--- src/rtl/rlsg_pkg.sv ---
// Shared types and constants for the rectified low-pass sub generator.
// Holds the payload structs, register indexes and fixed datapath widths.
// No dependencies.
`timescale 1ns / 1ps

package rlsg_pkg;

  // Fixed datapath widths
  localparam int SAMPLE_WIDTH = 24;  // audio samples, Q1.23
  localparam int FILT_W       = 32;  // filter internal values
  localparam int B0_W         = 30;  // b0, Q0.30 unsigned
  localparam int A2_W         = 30;  // a2, Q0.30 unsigned
  localparam int DRIVE_W      = 24;  // drive gain, Q8.16 unsigned
  localparam int LEVEL_W      = 20;  // sub level, Q4.16 unsigned
  localparam int CFG_IDX_W    = 3;

  // Register indexes
  localparam logic [CFG_IDX_W-1:0] REG_B0     = 3'd0;
  localparam logic [CFG_IDX_W-1:0] REG_A1     = 3'd1;
  localparam logic [CFG_IDX_W-1:0] REG_A2     = 3'd2;
  localparam logic [CFG_IDX_W-1:0] REG_DRIVE  = 3'd3;
  localparam logic [CFG_IDX_W-1:0] REG_LEVEL  = 3'd4;
  localparam logic [CFG_IDX_W-1:0] REG_BYPASS = 3'd5;

  // Register reset values (120 Hz at 48 kHz, unity drive, bypass on)
  localparam logic [B0_W-1:0]          B0_RESET    = 30'd65506;
  localparam logic signed [FILT_W-1:0] A1_RESET    = -32'sd2123626844;
  localparam logic [A2_W-1:0]          A2_RESET    = 30'd1050153000;
  localparam logic [DRIVE_W-1:0]       DRIVE_RESET = 24'd65536;
  localparam logic [LEVEL_W-1:0]       LEVEL_RESET = 20'd0;

  typedef struct packed {
    logic signed [SAMPLE_WIDTH-1:0] sample_in;
    logic                           end_of_block;
  } in_t;

  typedef struct packed {
    logic signed [SAMPLE_WIDTH-1:0] sample_out;
    logic                           end_of_block_out;
  } out_t;

endpackage

--- src/rtl/rectified_lowpass_sub_generator.sv ---
// Rectified low-pass sub generator: rectify, drive gain, two cascaded biquads, level.
// Uses rlsg_pkg for payload types, register indexes and widths.
`timescale 1ns / 1ps

// Usage
//   Input channel (in_valid/in_ready/in_data) takes one sample per transaction;
//   output channel (out_valid/out_ready/out_data) returns exactly one sample
//   per input, in order, with end_of_block copied through.
//   Configuration: cfg_we with cfg_index/cfg_data writes one register per
//   cycle; the user must write only while the block is idle, which the
//   block does not enforce. Any coefficient write clears the filter history.
//   Timing: one shared signed multiply-accumulate unit runs twelve products
//   under an 18-step sequencer for a filtered sample; a bypassed sample goes
//   straight to the final step. in_ready is low while a sample is in work,
//   so a new sample is taken only once the last has left its final step.
//   The next sample can be taken while a finished result still waits in the
//   output register.
//   Reset: registers return to their defaults (bypass on), history clears,
//   the output register empties.
//   Stall: if the receiver holds out_ready low, the finished sample waits in
//   its final step until the output register frees up.
module rectified_lowpass_sub_generator
  import rlsg_pkg::*;
#(
  parameter int COEF_WIDTH = 32
) (
  input  logic                    clk,
  input  logic                    rst,
  input  logic                    in_valid,
  output logic                    in_ready,
  input  in_t                     in_data,
  output logic                    out_valid,
  input  logic                    out_ready,
  output out_t                    out_data,
  input  logic                    cfg_we,
  input  logic [CFG_IDX_W-1:0]    cfg_index,
  input  logic [((COEF_WIDTH > B0_W) ? COEF_WIDTH : B0_W)-1:0] cfg_data
);

  localparam int SW     = SAMPLE_WIDTH;
  localparam int AW     = (COEF_WIDTH > FILT_W) ? COEF_WIDTH : FILT_W;
  localparam int MW     = FILT_W + 1;   // multiplier operand width
  localparam int PW     = 2 * MW;       // product width
  localparam int ACC_W  = 64;

  // Sequencer steps
  localparam logic [4:0] S_GAIN   = 5'd0;
  localparam logic [4:0] S_RECT   = 5'd1;
  localparam logic [4:0] S1_T0    = 5'd2;
  localparam logic [4:0] S1_T1    = 5'd3;
  localparam logic [4:0] S1_T2    = 5'd4;
  localparam logic [4:0] S1_T3    = 5'd5;
  localparam logic [4:0] S1_T4    = 5'd6;
  localparam logic [4:0] S1_LAST  = 5'd7;
  localparam logic [4:0] S1_UPD   = 5'd8;
  localparam logic [4:0] S2_T0    = 5'd9;
  localparam logic [4:0] S2_T1    = 5'd10;
  localparam logic [4:0] S2_T2    = 5'd11;
  localparam logic [4:0] S2_T3    = 5'd12;
  localparam logic [4:0] S2_T4    = 5'd13;
  localparam logic [4:0] S2_LAST  = 5'd14;
  localparam logic [4:0] S2_UPD   = 5'd15;
  localparam logic [4:0] S_LEVEL  = 5'd16;
  localparam logic [4:0] S_DONE   = 5'd17;

  localparam logic signed [ACC_W-1:0] Y_MAX =
    {{(ACC_W-FILT_W+1){1'b0}}, {(FILT_W-1){1'b1}}};
  localparam logic signed [ACC_W-1:0] Y_MIN = ~Y_MAX;
  localparam logic signed [PW-1:0] P_MAX = {{(PW-SW+1){1'b0}}, {(SW-1){1'b1}}};
  localparam logic signed [PW-1:0] P_MIN = ~P_MAX;
  localparam logic signed [AW-1:0] A1_MAX = {{(AW-FILT_W+1){1'b0}}, {(FILT_W-1){1'b1}}};
  localparam logic signed [AW-1:0] A1_MIN = ~A1_MAX;

  // Configuration registers
  logic [B0_W-1:0]          b0;
  logic signed [FILT_W-1:0] a1;
  logic [A2_W-1:0]          a2;
  logic [DRIVE_W-1:0]       drive_gain;
  logic [LEVEL_W-1:0]       sub_level;
  logic                     bypass;

  // Filter history
  logic signed [SW-1:0]     fx0, fx1;
  logic signed [FILT_W-1:0] fy0, fy1, sx0, sx1, sy0, sy1;

  // Sequencer and datapath
  logic                     busy;
  logic [4:0]               step;
  logic                     byp_item;
  logic                     eob;
  logic signed [SW-1:0]     x_hold;
  logic signed [SW-1:0]     r;
  logic signed [PW-1:0]     prod;
  logic signed [ACC_W-1:0]  acc;

  logic signed [MW-1:0]     mul_a, mul_b;
  logic signed [SW:0]       x_ext, mag;
  logic signed [ACC_W-1:0]  term, y_shift;
  logic signed [FILT_W-1:0] y_sat;
  logic signed [PW-1:0]     p_shift;
  logic signed [SW-1:0]     s_sat;
  logic signed [COEF_WIDTH-1:0] a1_raw;
  logic signed [AW-1:0]     a1_ext;
  logic signed [FILT_W-1:0] a1_sat;
  logic                     out_free;

  assign in_ready = !busy;
  assign out_free = !out_valid || out_ready;

  // Rectify the held sample
  assign x_ext = (SW+1)'(x_hold);
  assign mag   = x_hold[SW-1] ? -x_ext : x_ext;

  // Floor each biquad product to Q.45 before it enters the sum
  assign term = ACC_W'(prod >>> 8);

  // Floor the sum to Q.23 and saturate to the filter width
  assign y_shift = acc >>> 22;
  assign y_sat   = (y_shift > Y_MAX) ? FILT_W'(Y_MAX) :
                   (y_shift < Y_MIN) ? FILT_W'(Y_MIN) : FILT_W'(y_shift);

  // Drop 16 fraction bits of a gain or level product, saturate to a sample
  assign p_shift = prod >>> 16;
  assign s_sat   = (p_shift > P_MAX) ? SW'(P_MAX) :
                   (p_shift < P_MIN) ? SW'(P_MIN) : SW'(p_shift);

  // Clamp a1 to the filter width on write
  assign a1_raw = cfg_data[COEF_WIDTH-1:0];
  assign a1_ext = AW'(a1_raw);
  assign a1_sat = (a1_ext > A1_MAX) ? FILT_W'(A1_MAX) :
                  (a1_ext < A1_MIN) ? FILT_W'(A1_MIN) : FILT_W'(a1_ext);

  // Select multiplier operands for the current step
  always_comb begin
    mul_a = '0;
    mul_b = '0;
    unique case (step)
      S_GAIN: begin
        mul_a = MW'(mag);
        mul_b = MW'(drive_gain);
      end
      S1_T0: begin
        mul_a = MW'(r);
        mul_b = MW'(b0);
      end
      S1_T1: begin
        mul_a = MW'(fx0);
        mul_b = MW'({b0, 1'b0});
      end
      S1_T2: begin
        mul_a = MW'(fx1);
        mul_b = MW'(b0);
      end
      S1_T3: begin
        mul_a = MW'(fy0);
        mul_b = MW'(a1);
      end
      S1_T4: begin
        mul_a = MW'(fy1);
        mul_b = MW'(a2);
      end
      S2_T0: begin
        mul_a = MW'(fy0);
        mul_b = MW'(b0);
      end
      S2_T1: begin
        mul_a = MW'(sx0);
        mul_b = MW'({b0, 1'b0});
      end
      S2_T2: begin
        mul_a = MW'(sx1);
        mul_b = MW'(b0);
      end
      S2_T3: begin
        mul_a = MW'(sy0);
        mul_b = MW'(a1);
      end
      S2_T4: begin
        mul_a = MW'(sy1);
        mul_b = MW'(a2);
      end
      S_LEVEL: begin
        mul_a = MW'(sy0);
        mul_b = MW'(sub_level);
      end
      default: ;
    endcase
  end

  // Shared multiplier and accumulator; hold the level product in the final step
  always_ff @(posedge clk) begin
    if (step != S_DONE) begin
      prod <= mul_a * mul_b;
    end
    case (step) inside
      S1_T1, S2_T1:                   acc <= term;
      S1_T2, S1_T3, S2_T2, S2_T3:     acc <= acc + term;
      S1_T4, S1_LAST, S2_T4, S2_LAST: acc <= acc - term;
      default: ;
    endcase
    if (busy && step == S_RECT) begin
      r <= s_sat;
    end
    if (in_valid && in_ready) begin
      x_hold <= in_data.sample_in;
      eob    <= in_data.end_of_block;
    end
  end

  // Sequencer, history, configuration and output register
  always_ff @(posedge clk) begin
    if (rst) begin
      busy       <= 1'b0;
      step       <= S_GAIN;
      byp_item   <= 1'b0;
      out_valid  <= 1'b0;
      b0         <= B0_RESET;
      a1         <= A1_RESET;
      a2         <= A2_RESET;
      drive_gain <= DRIVE_RESET;
      sub_level  <= LEVEL_RESET;
      bypass     <= 1'b1;
      fx0 <= '0; fx1 <= '0; fy0 <= '0; fy1 <= '0;
      sx0 <= '0; sx1 <= '0; sy0 <= '0; sy1 <= '0;
    end else begin
      // Drain the output register unless a new result loads it
      if (out_valid && out_ready && !(busy && step == S_DONE)) begin
        out_valid <= 1'b0;
      end

      // Start a transaction; bypass goes straight to the final step
      if (in_valid && in_ready) begin
        busy     <= 1'b1;
        byp_item <= bypass;
        step     <= bypass ? S_DONE : S_GAIN;
      end

      if (busy) begin
        if (step == S_DONE) begin
          // Hold until the output register is free
          if (out_free) begin
            out_data.sample_out       <= byp_item ? x_hold : s_sat;
            out_data.end_of_block_out <= eob;
            out_valid                 <= 1'b1;
            busy                      <= 1'b0;
          end
        end else begin
          step <= step + 5'd1;
        end

        // Advance the history of each stage
        if (step == S1_UPD) begin
          fx1 <= fx0;
          fx0 <= r;
          fy1 <= fy0;
          fy0 <= y_sat;
        end
        if (step == S2_UPD) begin
          sx1 <= sx0;
          sx0 <= fy0;
          sy1 <= sy0;
          sy0 <= y_sat;
        end
      end

      // Register writes; coefficient writes clear the history
      if (cfg_we) begin
        unique case (cfg_index)
          REG_B0:     b0         <= cfg_data[B0_W-1:0];
          REG_A1:     a1         <= a1_sat;
          REG_A2:     a2         <= cfg_data[A2_W-1:0];
          REG_DRIVE:  drive_gain <= cfg_data[DRIVE_W-1:0];
          REG_LEVEL:  sub_level  <= cfg_data[LEVEL_W-1:0];
          REG_BYPASS: bypass     <= cfg_data[0];
          default: ;
        endcase
        if (cfg_index == REG_B0 || cfg_index == REG_A1 || cfg_index == REG_A2) begin
          fx0 <= '0; fx1 <= '0; fy0 <= '0; fy1 <= '0;
          sx0 <= '0; sx1 <= '0; sy0 <= '0; sy1 <= '0;
        end
      end
    end
  end

endmodule
--- config.mk ---
export PLATFORM = sky130hd
export DESIGN_NAME = rectified_lowpass_sub_generator
export DESIGN_NICKNAME = d
export VERILOG_FILES = /design/src/rtl/rlsg_pkg.sv /design/src/rtl/rectified_lowpass_sub_generator.sv
export SDC_FILE = /design/constraint.sdc
export NUM_CORES = 2
export LEC_CHECK = 0
export BUFFER_PORTS_ARGS = -buffer_cell sky130_fd_sc_hd__buf_4
export CELL_PAD_IN_SITES_DETAIL_PLACEMENT = 0
export CELL_PAD_IN_SITES_GLOBAL_PLACEMENT = 1
export CORE_UTILIZATION = 45
export CTS_CLUSTER_DIAMETER = 200
export DETAILED_ROUTE_END_ITERATION = 10
export GPL_TIMING_DRIVEN = 0
export MAX_ROUTING_LAYER = met4
export PLACE_DENSITY_LB_ADDON = 0.2
export REMOVE_ABC_BUFFERS = 1
export SLEW_MARGIN = 10
export SYNTH_ARGS = -nofsm -noshare
export SYNTH_HDL_FRONTEND = slang
export SYNTH_SLANG_ARGS = --single-unit
--- constraint.sdc ---
create_clock -name clk -period 10.25 [get_ports clk]
set_input_delay 1.025 -clock clk [delete_from_list [all_inputs] [get_ports clk]]
set_output_delay 1.025 -clock clk [all_outputs]
set_load 0.01 [all_outputs]
==> out/metrics.csv <==
metric,value,unit
Worst-path clk slew,0.06,ns
post-synth cell types,91,
cts hold-fix bufs,0,
Pwr Density,114,nW/um^2
# clock sinks,581,
RSZ-0062 raised after global routing,true,
die width,385,um
"flops & latches, synth",581,
P_int,5.34,mW
synthesized instance count,7530,
vias in the first global route,54900,
antenna-violating nets left,0,
Post-synth EDFFs,196,
max_cap viols,0,
syn_area_per_cell,8.75,um^2
worst hold-check path type,flop to flop,
CP dominant cell by count,fa_1,
Final GP Congestion,0.956,
clock root buffer,clkbuf_16,
TritonCTS clock tree,built,
fraction of layout cells with a size suffix above 1,10.8,%
sw frac,37.8,%
initial DRC count,4831,
clk buf depth,3,
Mapped Area,65900,um^2
Clock Power Share,30.6,%
Rel. slew slack,25.0,%
"slowest stage delay, CP",0.60,ns
Peak VDD IR,0.110,mV
Final Hold Violating Endpoints,0,
static leakage,33.6,nW
antenna violations before repair,3,
Worst-Margin Slew,1.12,ns
part of the cycle the worst path needs,101,%
largest net degree at the start of global routing,81,
Vias,53700,
Final HPWL DP,174000,um
"most common cell after layout, fill and taps aside",nand2_1,
most frequent cells in the layout,"nand2_1 (1444), inv_1 (1126), fa_1 (1098), nor2_1 (685), a21oi_1 (508)",
"critical path fanouts, max",21,
Row Count,140,
area post-placement,70100,um^2
remaining global-route overflow,0,
DRC viols,0,
Boundary Pins,92,
CP required,10.64,ns
startpoint class of the critical path,flop,
minimum clock period,10.33,ns
Final nets,9024,
Routed WL,228000,um
part of the power in combinational logic,37.4,%
core footprint,145000,um^2
Die H,385,um
Worst-Skew Late Latency,0.68,ns
Ys Warns,0,
Slew Limit Fails,0,
Final Skew,0.0529,ns
sequential area share after synthesis,20.6,%
Syn-to-layout area delta,13.8,%
Via density,5.63,
first-pass GRT wire length,345000,um
slowest cell on the critical path,dfxtp_4,
fin worst setup slack,-0.0784,ns
setup_tns,-0.180,ns
final setup fails,3,
CP Capture Type,flop,
initial core utilization,45.3,%
failing checks,setup timing,
Crit. Startpoint,step[4]$_SDFF_PP0_,
post-place setup slack,-2.73,ns
GRT Total Usage,32.2,%
Async SR Flop Fraction,0,%
wire per inst,24.0,um
hold_sp,eob$_DFFE_PP_,
Setup CP Type,flop to flop,
clock buffer count from CTS,70,
fmax,96.8,MHz
Synth Flop Type,dfxtp_1,
Die ar.,148000,um^2
Buffers on Ports,91,
drt first pass iters,6,
H-tree levels,3,
P_sw,3.25,mW
FF-to-FF Start,step[4]$_SDFF_PP0_,
Seq pwr share,32.0,%
CP arrival,10.72,ns
status,finished with violations,
Finished Cell Area,75000,um^2
critical path, delay by kind of cell (launching register included):
| family | cells | cell delay [ns] |
|---|---|---|
| and+or+nand+nor | 6 | 1.28 |
| buffers and inverters | 11 | 1.60 |
| AOI/OAI and AO/OA | 7 | 1.99 |
| adders and majority gates | 9 | 4.51 |
| DFF | 1 | 0.60 |
final timing paths:
kind                            to  slack (ns)  cells after the start
min reg2reg  out_data[0]$_DFFE_PP_        0.42                      0
max reg2reg     prod[64]$_DFFE_PN_       -0.08                     33
max             prod[64]$_DFFE_PN_       -0.08                     33
min          out_data[0]$_DFFE_PP_        0.42                      0
cells by family (layout without fill, tap and decap cells):
| family | Yosys count | in the layout | share of synthesized area (%) |
|---|---|---|---|
| XOR/XNOR | 201 | 201 | 2.67 |
| adder cells (fa/ha/maj) | 1404 | 1404 | 39.5 |
| other | 0 | 1 | 0 |
| buffers and inverters | 1596 | 1671 | 9.13 |
| AND/OR/NAND/NOR | 2557 | 2561 | 16.3 |
| flip-flops | 581 | 581 | 20.6 |
| multiplexers | 35 | 35 | 0.581 |
| AO/OA/AOI/OAI | 1156 | 1156 | 11.2 |
sequential cells by signal, summed over array words and instances (netlist names), 5 cells and up:
| name | cells |
|---|---|
| acc | 64 |
| prod | 58 |
| a1 | 32 |
| fy0 | 32 |
| fy1 | 32 |
| sx0 | 32 |
| sx1 | 32 |
| sy0 | 32 |
| sy1 | 32 |
| a2 | 30 |
| b0 | 30 |
| out_data | 25 |
| drive_gain | 24 |
| fx0 | 24 |
| fx1 | 24 |
| r | 24 |
| x_hold | 24 |
| sub_level | 20 |
| step | 5 |
what timing repair did:
item,CTS,global route
resized for setup,206,61
setup buffers,102,38
pin swaps,77,79
endpoints found under the hold margin,0,0
setup endpoints to repair,48,24
cloned,2,2
cell type report:
| type | count | area [um^2] |
|---|---|---|
| Antenna cell | 1 | 2.50 |
| Clock buffer | 100 | 2050 |
| Clock inverter | 26 | 385 |
| Fill cell | 13700 | 70400 |
| Inverter | 1137 | 4280 |
| Multi-Input combinational cell | 5357 | 47800 |
| Sequential cell | 581 | 13600 |
| Tap cell | 1917 | 2400 |
| Timing Repair Buffer | 408 | 4420 |
per-stage QoR:
stage	hold WS, ns	std cells	power, mW	util, %
finish	0.422	9527	8.58	51.6
global route	0.441	9526	8.98	51.6
CTS	0.426	9487	8.51	51.2
detailed placement	0.410	9260	5.73	48.2
global placement	0.412	9079	5.59	46.2
floorplan	0.400	7071	4.59	-
Yosys cell counts (30+ instances only):
cell type | instances | area [um^2]
or4_1 | 30 | 225
clkbuf_1 | 431 | 1620
xor2_1 | 96 | 841
a21oi_1 | 525 | 2630
xnor2_1 | 105 | 920
a21o_1 | 120 | 901
a211oi_1 | 72 | 541
o21ai_0 | 96 | 480
nor2_1 | 697 | 2620
a22oi_1 | 74 | 556
a222oi_1 | 31 | 310
inv_1 | 1136 | 4260
nand2b_1 | 30 | 188
edfxtp_1 | 196 | 5890
nor4_1 | 33 | 206
fa_1 | 1123 | 22500
dfxtp_1 | 385 | 7710
ha_1 | 281 | 3520
nand3_1 | 48 | 240
nand4_1 | 53 | 332
and3_1 | 31 | 194
nand2_1 | 1460 | 5480
nand3b_1 | 45 | 338
power groups by stage:
stage | Clock [mW] | Sequential, mW | Combinational (mW)
after floorplan | 0 | 2.72 | 1.87
after global placement | 0 | 2.79 | 2.80
after detailed placement | 0 | 2.79 | 2.95
after CTS | 2.67 | 2.74 | 3.11
after global routing | 2.75 | 2.76 | 3.47
final | 2.62 | 2.75 | 3.21
per-layer routing:
| layer | global-route usage, % | up-vias | share of wire, % |
|---|---|---|---|
| met5 | - | - | 0 |
| li1 | - | 23900 | - |
| met1 | 43.0 | 27400 | 43 |
| met2 | 50.3 | 2033 | 46 |
| met3 | 4.75 | 369 | 7.7 |
| met4 | 10.2 | 0 | 3.5 |
Power figures use the tool's default switching activity.
